--- config.mk ---
export PLATFORM = sky130hd
export DESIGN_NAME = multi_soft_timer_scheduler
export DESIGN_NICKNAME = d
export VERILOG_FILES = /design/src/rtl/msts_pkg.sv /design/src/rtl/multi_soft_timer_scheduler.sv
export SDC_FILE = /design/constraint.sdc
export NUM_CORES = 2
export LEC_CHECK = 0
export BUFFER_PORTS_ARGS = -buffer_cell sky130_fd_sc_hd__buf_2
export CAP_MARGIN = 0
export CORE_ASPECT_RATIO = 1.75
export CORE_UTILIZATION = 38
export DETAILED_ROUTE_END_ITERATION = 10
export PLACE_DENSITY = 0.62
export SLEW_MARGIN = 25
export SYNTH_ARGS = -nofsm -noshare
export SYNTH_HDL_FRONTEND = slang
export SYNTH_SLANG_ARGS = --single-unit
--- constraint.sdc ---
create_clock -name clk_i -period 3.8 [get_ports clk_i]
set_clock_uncertainty 0.1 [all_clocks]
set_input_delay 0.57 -clock clk_i [delete_from_list [all_inputs] [get_ports clk_i]]
set_output_delay 0.57 -clock clk_i [all_outputs]
set_load 0.01 [all_outputs]
--- src/rtl/msts_pkg.sv ---
package msts_pkg;

  localparam int unsigned ACTION_W    = 3;
  localparam int unsigned REPEAT_W    = 16;
  localparam int unsigned CFG_W       = 5;
  localparam int unsigned TIMER_IDX_W = 4;

  typedef enum logic [ACTION_W-1:0] {
    ACT_TICK    = 3'd0,
    ACT_LOAD    = 3'd1,
    ACT_START   = 3'd2,
    ACT_STOP    = 3'd3,
    ACT_SET_IVL = 3'd4,
    ACT_SET_CNT = 3'd5
  } action_e;

  typedef enum logic [1:0] {
    ST_IDLE,
    ST_SCAN,
    ST_DONE
  } state_e;

endpackage

--- src/rtl/multi_soft_timer_scheduler.sv ---
// Set-up actions leave busy_o low, so the next beat may follow at once.
// A tick holds busy_o over its scan of timers_in_use entries (max NUM_TIMERS) and ST_DONE.
// One shared update unit visits one table entry per cycle through a registered memory read.
// Results are registered and leave in the cycle after the entry that completes them; the final one has last_o set.
// The receiver cannot stall, so each result is shown for exactly one cycle.
// rst_ni clears the active and enable bits, the scan length and the sequencer at once.
module multi_soft_timer_scheduler #(
  parameter int unsigned NUM_TIMERS    = 16,
  parameter int unsigned INTERVAL_BITS = 24
) (
  input  logic                              clk_i,
  input  logic                              rst_ni,
  input  logic                              start_i,
  output logic                              busy_o,
  input  logic [msts_pkg::ACTION_W-1:0]     action_i,
  input  logic [msts_pkg::TIMER_IDX_W-1:0]  timer_index_i,
  input  logic [INTERVAL_BITS-1:0]          interval_ticks_i,
  input  logic [msts_pkg::REPEAT_W-1:0]     occurrence_count_i,
  input  logic                              auto_start_i,
  input  logic                              cfg_valid_i,
  output logic                              cfg_ready_o,
  input  logic [msts_pkg::CFG_W-1:0]        cfg_data_i,
  output logic                              result_valid_o,
  output logic                              fired_o,
  output logic [msts_pkg::TIMER_IDX_W-1:0]  fired_timer_o,
  output logic                              last_o
);

  localparam int unsigned IDX_W = (NUM_TIMERS > 1) ? $clog2(NUM_TIMERS) : 1;
  localparam int unsigned EXT_W = (IDX_W > msts_pkg::TIMER_IDX_W) ? IDX_W
                                                                  : msts_pkg::TIMER_IDX_W;

  msts_pkg::state_e state_q, state_d;

  logic [msts_pkg::CFG_W-1:0] tiu_q;
  logic [IDX_W-1:0]           cnt_q, cnt_d;
  logic [IDX_W-1:0]           scan_last_q, scan_last_d;
  logic                       pend_q, pend_d;
  logic [IDX_W-1:0]           pend_idx_q, pend_idx_d;
  logic [NUM_TIMERS-1:0]      active_q, active_d;
  logic [NUM_TIMERS-1:0]      enabled_q, enabled_d;

  logic                       out_valid_q, out_valid_d;
  logic                       out_fired_q, out_fired_d;
  logic [IDX_W-1:0]           out_idx_q, out_idx_d;
  logic                       out_last_q, out_last_d;

  logic [INTERVAL_BITS-1:0]      rem_mem [NUM_TIMERS];
  logic [INTERVAL_BITS-1:0]      rld_mem [NUM_TIMERS];
  logic [msts_pkg::REPEAT_W-1:0] rep_mem [NUM_TIMERS];
  logic [INTERVAL_BITS-1:0]      rd_rem_q, rd_rld_q;
  logic [msts_pkg::REPEAT_W-1:0] rd_rep_q;
  logic [IDX_W-1:0]              rd_addr;

  logic                          wr_rem_en, wr_rld_en, wr_rep_en;
  logic [IDX_W-1:0]              wr_addr;
  logic [INTERVAL_BITS-1:0]      wr_rem_data;
  logic [msts_pkg::REPEAT_W-1:0] wr_rep_data;

  logic                       accept;
  logic                       idx_ok;
  logic [IDX_W-1:0]           setup_idx;
  logic [EXT_W-1:0]           idx_ext;
  logic [EXT_W-1:0]           out_idx_ext;
  logic [31:0]                scan_len;

  assign busy_o      = (state_q != msts_pkg::ST_IDLE);
  assign cfg_ready_o = 1'b1;
  assign accept      = start_i && !busy_o;

  assign idx_ext   = EXT_W'(timer_index_i);
  assign setup_idx = idx_ext[IDX_W-1:0];
  assign idx_ok    = (32'(timer_index_i) < NUM_TIMERS);
  assign scan_len  = (32'(tiu_q) > NUM_TIMERS) ? NUM_TIMERS : 32'(tiu_q);

  // The entry after the one being updated is fetched while the update is written back.
  assign rd_addr = (state_q == msts_pkg::ST_SCAN) ? cnt_q + 1'b1 : '0;

  always_ff @(posedge clk_i) begin
    rd_rem_q <= rem_mem[rd_addr];
    rd_rld_q <= rld_mem[rd_addr];
    rd_rep_q <= rep_mem[rd_addr];
    if (wr_rem_en) begin
      rem_mem[wr_addr] <= wr_rem_data;
    end
    if (wr_rld_en) begin
      rld_mem[wr_addr] <= interval_ticks_i;
    end
    if (wr_rep_en) begin
      rep_mem[wr_addr] <= wr_rep_data;
    end
  end

  always_ff @(posedge clk_i or negedge rst_ni) begin
    if (!rst_ni) begin
      state_q     <= msts_pkg::ST_IDLE;
      tiu_q       <= '0;
      cnt_q       <= '0;
      scan_last_q <= '0;
      pend_q      <= 1'b0;
      active_q    <= '0;
      enabled_q   <= '0;
      out_valid_q <= 1'b0;
    end else begin
      state_q     <= state_d;
      cnt_q       <= cnt_d;
      scan_last_q <= scan_last_d;
      pend_q      <= pend_d;
      active_q    <= active_d;
      enabled_q   <= enabled_d;
      out_valid_q <= out_valid_d;
      if (cfg_valid_i && cfg_ready_o) begin
        tiu_q <= cfg_data_i;
      end
    end
  end

  always_ff @(posedge clk_i) begin
    pend_idx_q  <= pend_idx_d;
    out_fired_q <= out_fired_d;
    out_idx_q   <= out_idx_d;
    out_last_q  <= out_last_d;
  end

  always_comb begin
    state_d     = state_q;
    cnt_d       = cnt_q;
    scan_last_d = scan_last_q;
    pend_d      = pend_q;
    pend_idx_d  = pend_idx_q;
    active_d    = active_q;
    enabled_d   = enabled_q;
    out_valid_d = 1'b0;
    out_fired_d = 1'b0;
    out_idx_d   = '0;
    out_last_d  = 1'b0;
    wr_rem_en   = 1'b0;
    wr_rld_en   = 1'b0;
    wr_rep_en   = 1'b0;
    wr_addr     = setup_idx;
    wr_rem_data = interval_ticks_i;
    wr_rep_data = occurrence_count_i;

    unique case (state_q)
      msts_pkg::ST_IDLE: begin
        if (accept) begin
          if (action_i == msts_pkg::ACT_TICK) begin
            cnt_d       = '0;
            pend_d      = 1'b0;
            scan_last_d = IDX_W'(scan_len - 32'd1);
            state_d     = (scan_len == 32'd0) ? msts_pkg::ST_DONE : msts_pkg::ST_SCAN;
          end else if (idx_ok) begin
            unique case (action_i)
              msts_pkg::ACT_LOAD: begin
                wr_rem_en            = 1'b1;
                wr_rld_en            = 1'b1;
                wr_rep_en            = 1'b1;
                active_d[setup_idx]  = 1'b1;
                enabled_d[setup_idx] = auto_start_i;
              end
              msts_pkg::ACT_START:   enabled_d[setup_idx] = 1'b1;
              msts_pkg::ACT_STOP:    enabled_d[setup_idx] = 1'b0;
              msts_pkg::ACT_SET_IVL: begin
                wr_rem_en = 1'b1;
                wr_rld_en = 1'b1;
              end
              msts_pkg::ACT_SET_CNT: wr_rep_en = 1'b1;
              default: ;
            endcase
          end
        end
      end

      msts_pkg::ST_SCAN: begin
        wr_addr     = cnt_q;
        wr_rep_data = rd_rep_q - 1'b1;
        if (active_q[cnt_q]) begin
          if (rd_rem_q == '0) begin
            wr_rem_en   = 1'b1;
            wr_rem_data = rd_rld_q;
            if (rd_rep_q != '0) begin
              wr_rep_en = 1'b1;
              if (rd_rep_q == msts_pkg::REPEAT_W'(1)) begin
                active_d[cnt_q] = 1'b0;
              end
            end
            // A fire is held back until the scan shows whether another follows it.
            if (pend_q) begin
              out_valid_d = 1'b1;
              out_fired_d = 1'b1;
              out_idx_d   = pend_idx_q;
            end
            pend_d     = 1'b1;
            pend_idx_d = cnt_q;
          end else if (enabled_q[cnt_q]) begin
            wr_rem_en   = 1'b1;
            wr_rem_data = rd_rem_q - 1'b1;
          end
        end
        if (cnt_q == scan_last_q) begin
          state_d = msts_pkg::ST_DONE;
        end else begin
          cnt_d = cnt_q + 1'b1;
        end
      end

      msts_pkg::ST_DONE: begin
        out_valid_d = 1'b1;
        out_fired_d = pend_q;
        out_idx_d   = pend_q ? pend_idx_q : '0;
        out_last_d  = 1'b1;
        pend_d      = 1'b0;
        state_d     = msts_pkg::ST_IDLE;
      end

      default: state_d = msts_pkg::ST_IDLE;
    endcase
  end

  assign out_idx_ext    = EXT_W'(out_idx_q);
  assign result_valid_o = out_valid_q;
  assign fired_o        = out_fired_q;
  assign fired_timer_o  = out_idx_ext[msts_pkg::TIMER_IDX_W-1:0];
  assign last_o         = out_last_q;

`ifndef SYNTHESIS
  a_empty_is_last: assert property (@(posedge clk_i) disable iff (!rst_ni)
    (result_valid_o && !fired_o) |-> last_o)
    else $error("empty tick result without last");

  a_done_emits_last: assert property (@(posedge clk_i) disable iff (!rst_ni)
    (state_q == msts_pkg::ST_DONE) |=> (result_valid_o && last_o && !busy_o))
    else $error("tick finished without a final result");

  a_last_only_after_done: assert property (@(posedge clk_i) disable iff (!rst_ni)
    (result_valid_o && last_o) |-> $past(state_q == msts_pkg::ST_DONE))
    else $error("final result outside the end of a tick");

  a_scan_in_range: assert property (@(posedge clk_i) disable iff (!rst_ni)
    (state_q == msts_pkg::ST_SCAN) |-> (cnt_q <= scan_last_q))
    else $error("scan index ran past the scan length");
`endif

endmodule
Yosys cells after proc, flatten, opt, wreduce, memory -nomap -nowiden
Memory sizes are Yosys's and may differ from the RTL's. A register that Yosys moved wholly into a read port is not among the register bits.
Cells that the tools add are included.
Widths: inputs -> output; s select.
Word-level totals
  bits in registers: 59
  latch bits: 0
  bits in writable memories: 1024
  bits in read-only memories: 0
  input bits: 57
  logic and storage cells: 143
  memories kept: 3
Memory list
  rem_mem: depth 16, bits a word 24, rd ports 1, clocked after memory_dff 1, write ports 1, RTL line multi_soft_timer_scheduler.sv:48  | logic [INTERVAL_BITS-1:0] rem_mem [NUM_TIMERS];
  rld_mem: depth 16, bits a word 24, rd ports 1, clocked after memory_dff 1, write ports 1, RTL line multi_soft_timer_scheduler.sv:49  | logic [INTERVAL_BITS-1:0] rld_mem [NUM_TIMERS];
  rep_mem: depth 16, bits a word 16, rd ports 1, clocked after memory_dff 1, write ports 1, RTL line multi_soft_timer_scheduler.sv:50  | logic [msts_pkg::REPEAT_W-1:0] rep_mem [NUM_TIMERS];
Cells by class
  add/sub/neg operators: 4
  multiply operators: 0
  div/mod/pow operators: 0
  $lt $le $gt $ge: 5
  eq/ne operators: 19
  shift operators: 0
  muxes and demuxes: 71
  bitwise gates (word level): 7
  reduce and logical (&&, ||, !) cells: 22
Operators by type and width (number)
  $mux 16: 8
  $mux 24: 4
  $pmux 16 s3: 1
  $and 16x16->16: 2
  $logic_not 32->1: 1
  $mux 4: 8
  $not 16->16: 2
  $or 16x16->16: 2
  $pmux 16 s2: 1
  $mux 1: 31
  $logic_not 24->1: 1
  $sub 24x1->24 const B: 1
  $bwmux 16: 1
  $eq 16x1->1 const B: 1
  $pmux 4 s2: 2
  $reduce_bool 16->1: 1
  $sub 16x1->16 const B: 1
  $ne 2x1->1 const B: 6
  $lt 4x5->1 const B: 2
  $reduce_and 3->1: 3
  $bmux 1 s4: 2
  $demux 1 s4: 2
  $ge 4x1->1 const B: 2
  $mux 2: 4
  other kinds (25): 39

Logic depth before layout (Yosys ltp)
  depth after elaboration: 11
  gate-level depth with buffers: 13

Worst setup path before layout
OpenSTA, ideal clock, no wires.
  kind: flip-flop to flip-flop
  from: register rd_rem_q[0] (read register of rem_mem)
  to: memory rem_mem[10][0] (enable)
  arrival: 3.059 ns
  slack: 0.236 ns
  stages on the path, launching flop included: 10
  buffers on the path: 1
  clock period less this slack: 3.564 ns
  cells stage by stage: dfxtp_1 -> inv_1 -> ha_1 -> nor2b_1 -> nand2_1 -> or4_4 -> a22oi_4 -> a21oi_4 -> buf_6 -> nor2_1
Between the ends
  word-level cells in the longest chain between the ends: 6
RTL lines
  from (decl): RTL line multi_soft_timer_scheduler.sv:51  | logic [INTERVAL_BITS-1:0] rd_rem_q, rd_rld_q;
  $logic_not 24->1: RTL line multi_soft_timer_scheduler.sv:178  | if (rd_rem_q == '0) begin
  $mux 1: RTL line multi_soft_timer_scheduler.sv:178
  $mux 1: RTL line multi_soft_timer_scheduler.sv:177  | if (active_q[cnt_q]) begin
  $pmux 1 s2: RTL line multi_soft_timer_scheduler.sv:144  | unique case (state_q)
  $mux 1: RTL line multi_soft_timer_scheduler.sv:83  | if (wr_rem_en) begin
  $mux 1 (not written as such): RTL line multi_soft_timer_scheduler.sv:84  | rem_mem[wr_addr] <= wr_rem_data;
  to (decl): RTL line multi_soft_timer_scheduler.sv:48
No other way between the ends.

Final worst setup path
  from: register cnt_q[0]
  to: register rd_rem_q[16] (read register of rem_mem)
Between the ends
  word-level cells in the longest chain between the ends: 2
RTL lines
  from (decl): RTL line multi_soft_timer_scheduler.sv:36  | logic [IDX_W-1:0] cnt_q, cnt_d;
  from (signal assigned): RTL line multi_soft_timer_scheduler.sv:106  | cnt_q <= cnt_d;
  $add 4x1->4: RTL line multi_soft_timer_scheduler.sv:77  | assign rd_addr = (state_q == msts_pkg::ST_SCAN) ? cnt_q + 1'b1 : '0;
  $mux 4: RTL line multi_soft_timer_scheduler.sv:77
No other way between the ends.
A chain may end at the register's enable or synchronous reset.

==> flow_metrics.py <==
metrics = {
    "yosys": {
        "synth_xor_area_frac": 0.007408,
        "netlist_instances": 2942,
        "ys.warnings.count": 0,
        "synthFlopType": "edfxtp_1",
        "yosys.area_share.simple": 0.06770,
        "synth.avg_cell_area_um2": 15.67,
        "synth_mux_area_frac": 0.09779,
        "synth_top_cell_area_share": 0.6695,
        "synth_nets": 3012,
        "ys_ff_latch": 1147,
        "synth-compound-area-share": 0.07842,
        "ys_types": 62,
        "yosys.area_share.adder": 0.003527,
        "synth_top_family_by_area": "multiplexers",
        "syn-cell-area_mm2": 0.04611,
        "async_reset_ff_frac": 0.04272,
        "synth_edf_count": 1028,
        "synth_area_leaders": "edfxtp_1 67%, mux2i_1 5.8%, mux4_2 3.3%",
        "synth_top_area_cell": "edfxtp_1",
        "ys_seq_area_frac": 0.7264,
    },
    "detailed_routing": {
        "dr.max_layer_used": "met5",
        "dr_total_vias": 25750,
        "drc": 0,
        "firstDrtPassIters": 6,
        "wl_met3_mm": 4.901,
        "met1_length_mm": 43.82,
        "via_per_inst": 5.399,
        "route.met2.wl_mm": 60.73,
        "wl_mm": 113.3,
        "ant_nets": 0,
        "avgRoutedWirePerCell_um": 23.76,
        "drtIter0Drc": 2051,
    },
    "hold_path": {
        "min-delay-path-class": "in2reg",
    },
    "critical_path": {
        "rrSetupSlack_ps": 310,
        "crit_start": "cnt_q[0]$_DFFE_PN0P_",
        "r2r-end": "rd_rem_q[16]$_DFF_P_",
        "ff2ff_path_depth": 10,
        "path_buf_inv": 4,
        "rr_startpoint": "cnt_q[0]$_DFFE_PN0P_",
        "critical_path_class": "reg2reg",
        "worst_path_largest_cell_delay_ps": 550,
        "crit_chain": "buf_4 -> inv_6 -> ha_1 -> nand2_4 -> buf_4 -> buf_12 -> a211oi_1 -> a311oi_1 -> a211oi_1 -> a21oi_1",
        "crit_arrival_ps": 3940,
        "required_ps": 4260,
        "cp.depth": 10,
        "critPathSlowestCell": "dfrtp_4",
        "cp_top_family": "buffers and inverters",
        "crit_fanout": 83,
        "critPathCapture": "rd_rem_q[16]$_DFF_P_",
        "critPathLaunchType": "flip-flop",
        "endpoint_kind": "flip-flop",
    },
    "place": {
        "gp_congestion": 0.9429,
        "dp.cells": 4584,
        "dpl_cell_area_mm2": 0.04953,
        "portBuffers": 64,
        "dp_hpwl_mm": 67.35,
        "place_ws_ps": 381.8,
    },
    "clock_network": {
        "clk_latency_ps": 710,
        "cts.sinks": 1147,
        "cts_tree": "done",
        "numCtsBuffers": 95,
        "cts_root_buf": "clkbuf_16",
        "htree_num_levels": 3,
        "clk_pin_slew_ps": 70,
        "clock_path_buffers": 3,
    },
    "timing": {
        "slew_headroom": 0.3918,
        "rsz0062_at_grt": "false",
        "setup_tns_ps": 0,
        "setup_ws_ps": 312.4,
        "fin_crit_sh": 0.9178,
        "maxSlewViolCount": 0,
        "finalHoldViolCount": 0,
        "min_period_ps": 3488,
        "setup_viol": 0,
        "tightest_slew_ps": 912.3,
        "fmax_mhz": 286.7,
    },
    "die": {
        "rows": 168,
        "coreArea_mm2": 0.1200,
        "ios": 66,
        "dieHeight_um": 462.8,
        "die_area_mm2": 0.1228,
        "die_w_um": 265.3,
        "start_util": 0.3842,
    },
    "global_routing": {
        "grt_overflow_total": 0,
        "grt_pass1_wl_mm": 168.5,
        "antenna_found_initial": 7,
        "grt_pass1_vias": 25870,
        "grt_max_degree": 109,
        "track_usage": 0.1848,
    },
    "finish": {
        "syn_to_final_growth_pct": 14.68,
        "nets": 3142,
        "instances_no_fill": 4770,
        "final_area_mm2": 0.05288,
        "drive_above_1_share": 0.1697,
    },
    "pwr": {
        "leakage_nw": 16.72,
        "irDropWorstVdd_v": 0.0003368,
        "power_density_mw_per_mm2": 537.1,
        "total_power_mw": 28.40,
    },
    "outcome": {
        "outcome": "completed",
    },
    "run": {
        "maxCapViolations": 0,
    },
}
==> area by class of cell <==
| class | count | area (um^2) |
|---|---|---|
| clock inverter | 59 | 665.6 |
| antenna | 2 | 5.005 |
| inverter | 15 | 61.31 |
| clock buffer | 119 | 2621 |
| sequential | 1147 | 33500 |
| tap | 1615 | 2021 |
| multi-input combinational | 1595 | 12060 |
| fill | 10420 | 67140 |
| timing repair buffer | 218 | 1942 |
==> cells in the mapped netlist, types with 9 or more instances <==
cell type     n
edfxtp_1   1028
nand2_1     305
mux2i_1     266
a211oi_1    192
and2_1      129
nor2_1      121
clkbuf_1    116
a21oi_1     109
a31oi_1      75
dfxtp_1      70
mux4_2       68
a311oi_1     64
dfrtp_1      49
buf_2        45
mux2_2       28
xnor2_1      27
o21ai_0      25
nand3_1      18
nor3_1       18
buf_1        15
ha_1         13
inv_1        13
nand2b_1     13
a41oi_1      12
xor2_1       12
nor2_2       11
nor2b_1       9
nor4_1        9
o22ai_1       9
or3_1         9
==> placed cells by master, fill, tap and decap left out, drive strengths merged, types with 4 or more instances in the layout <==
cell,instances
mux4,68
mux2,28
buf,212
inv,21
dfrtp,49
dfxtp,70
ha,13
bufinv,12
nand2b,13
a211oi,194
or3,9
nand4,5
a2bb2oi,5
a31oi,75
nand3,19
a311oi,64
nor2b,9
o22ai,9
nand2,305
a22oi,4
a21oi,110
xnor2,27
clkbuf,119
edfxtp,1028
mux2i,266
o21ai,25
and2,133
nor4,12
clkinv,36
dlygate4sd3,6
clkinvlp,5
xor2,12
nor3,19
a41oi,12
nor2,132
o22a,6
==> worst min-delay path by stage <==
stage / start / end / slack [ps] / cells past startpoint
after floorplan: rst_ni / async pin / 170 / 0
after global placement: pend_idx_q[3]$_DFFE_PP_ / fired_timer_o[3]$_DFF_P_ / 350 / 1
after detailed placement: pend_idx_q[3]$_DFFE_PP_ / fired_timer_o[3]$_DFF_P_ / 360 / 1
after CTS: cfg_valid_i / tiu_q[1]$_DFFE_PN0P_ / 70 / 2
after global routing: cfg_valid_i / tiu_q[2]$_DFFE_PN0P_ / 110 / 2
final: cfg_valid_i / tiu_q[0]$_DFFE_PN0P_ / 120 / 2
==> flip-flops by register name, indices dropped and copies added, names as in the netlist, named ones only <==
| register | cells |
|---|---|
| active_q | 16 |
| cnt_q | 4 |
| fired_o | 1 |
| fired_timer_o | 4 |
| last_o | 1 |
| pend_idx_q | 4 |
| pend_q | 1 |
| rd_rem_q | 24 |
| rd_rep_q | 16 |
| rd_rld_q | 24 |
| rem_mem | 384 |
| rep_mem | 256 |
| result_valid_o | 1 |
| rld_mem | 384 |
| scan_last_q | 4 |
| state_q | 2 |
| tiu_q | 5 |
==> worst register-to-register path, cell delays in order (launching register included) <==
cell      delay (ps)
dfrtp_4          550
buf_4            490
inv_6            140
ha_1             370
nand2_4          100
buf_4            210
buf_12           320
a211oi_1         280
a311oi_1         310
a211oi_1          80
a21oi_1          420
==> stage by stage <==
| stage | utilization | hold WS [ps] |
|---|---|---|
| after floorplan | - | 174.4 |
| after global placement | 0.4126 | 352.3 |
| after detailed placement | 0.4126 | 357.3 |
| after CTS | 0.4405 | 72.38 |
| after global routing | 0.4406 | 112.5 |
| final | 0.4406 | 118.8 |
==> kinds of logic (layout without fill, tap and decap cells) <==
family          count (synthesis)  after routing
simple gates                  665            665
flops                        1147           1147
other cells                     1              3
fa+ha+maj                      13             13
compound gates                515            515
buf+inv                       200            411
xor+xnor                       39             39
mux                           362            362
==> where the power goes <==
part           switching, mW  internal, mW
Clock                   4.51          5.75
Combinational           2.33          1.37
Sequential             0.271          14.2
==> repair_timing <==
item	4_1_cts	5_1_grt
setup buffers	0	0
hold buffers	6	0
resized for setup	0	0
endpoints found under the setup margin	0	0
endpoints found under the hold margin	41	0
==> layer usage <==
layer  up-vias  track usage
met2       686       0.3366
met4         6      0.07383
met3       214      0.02297
met5         -            0
met1     13180       0.2187
li1      11670            -
Power figures use the tool's default switching activity.
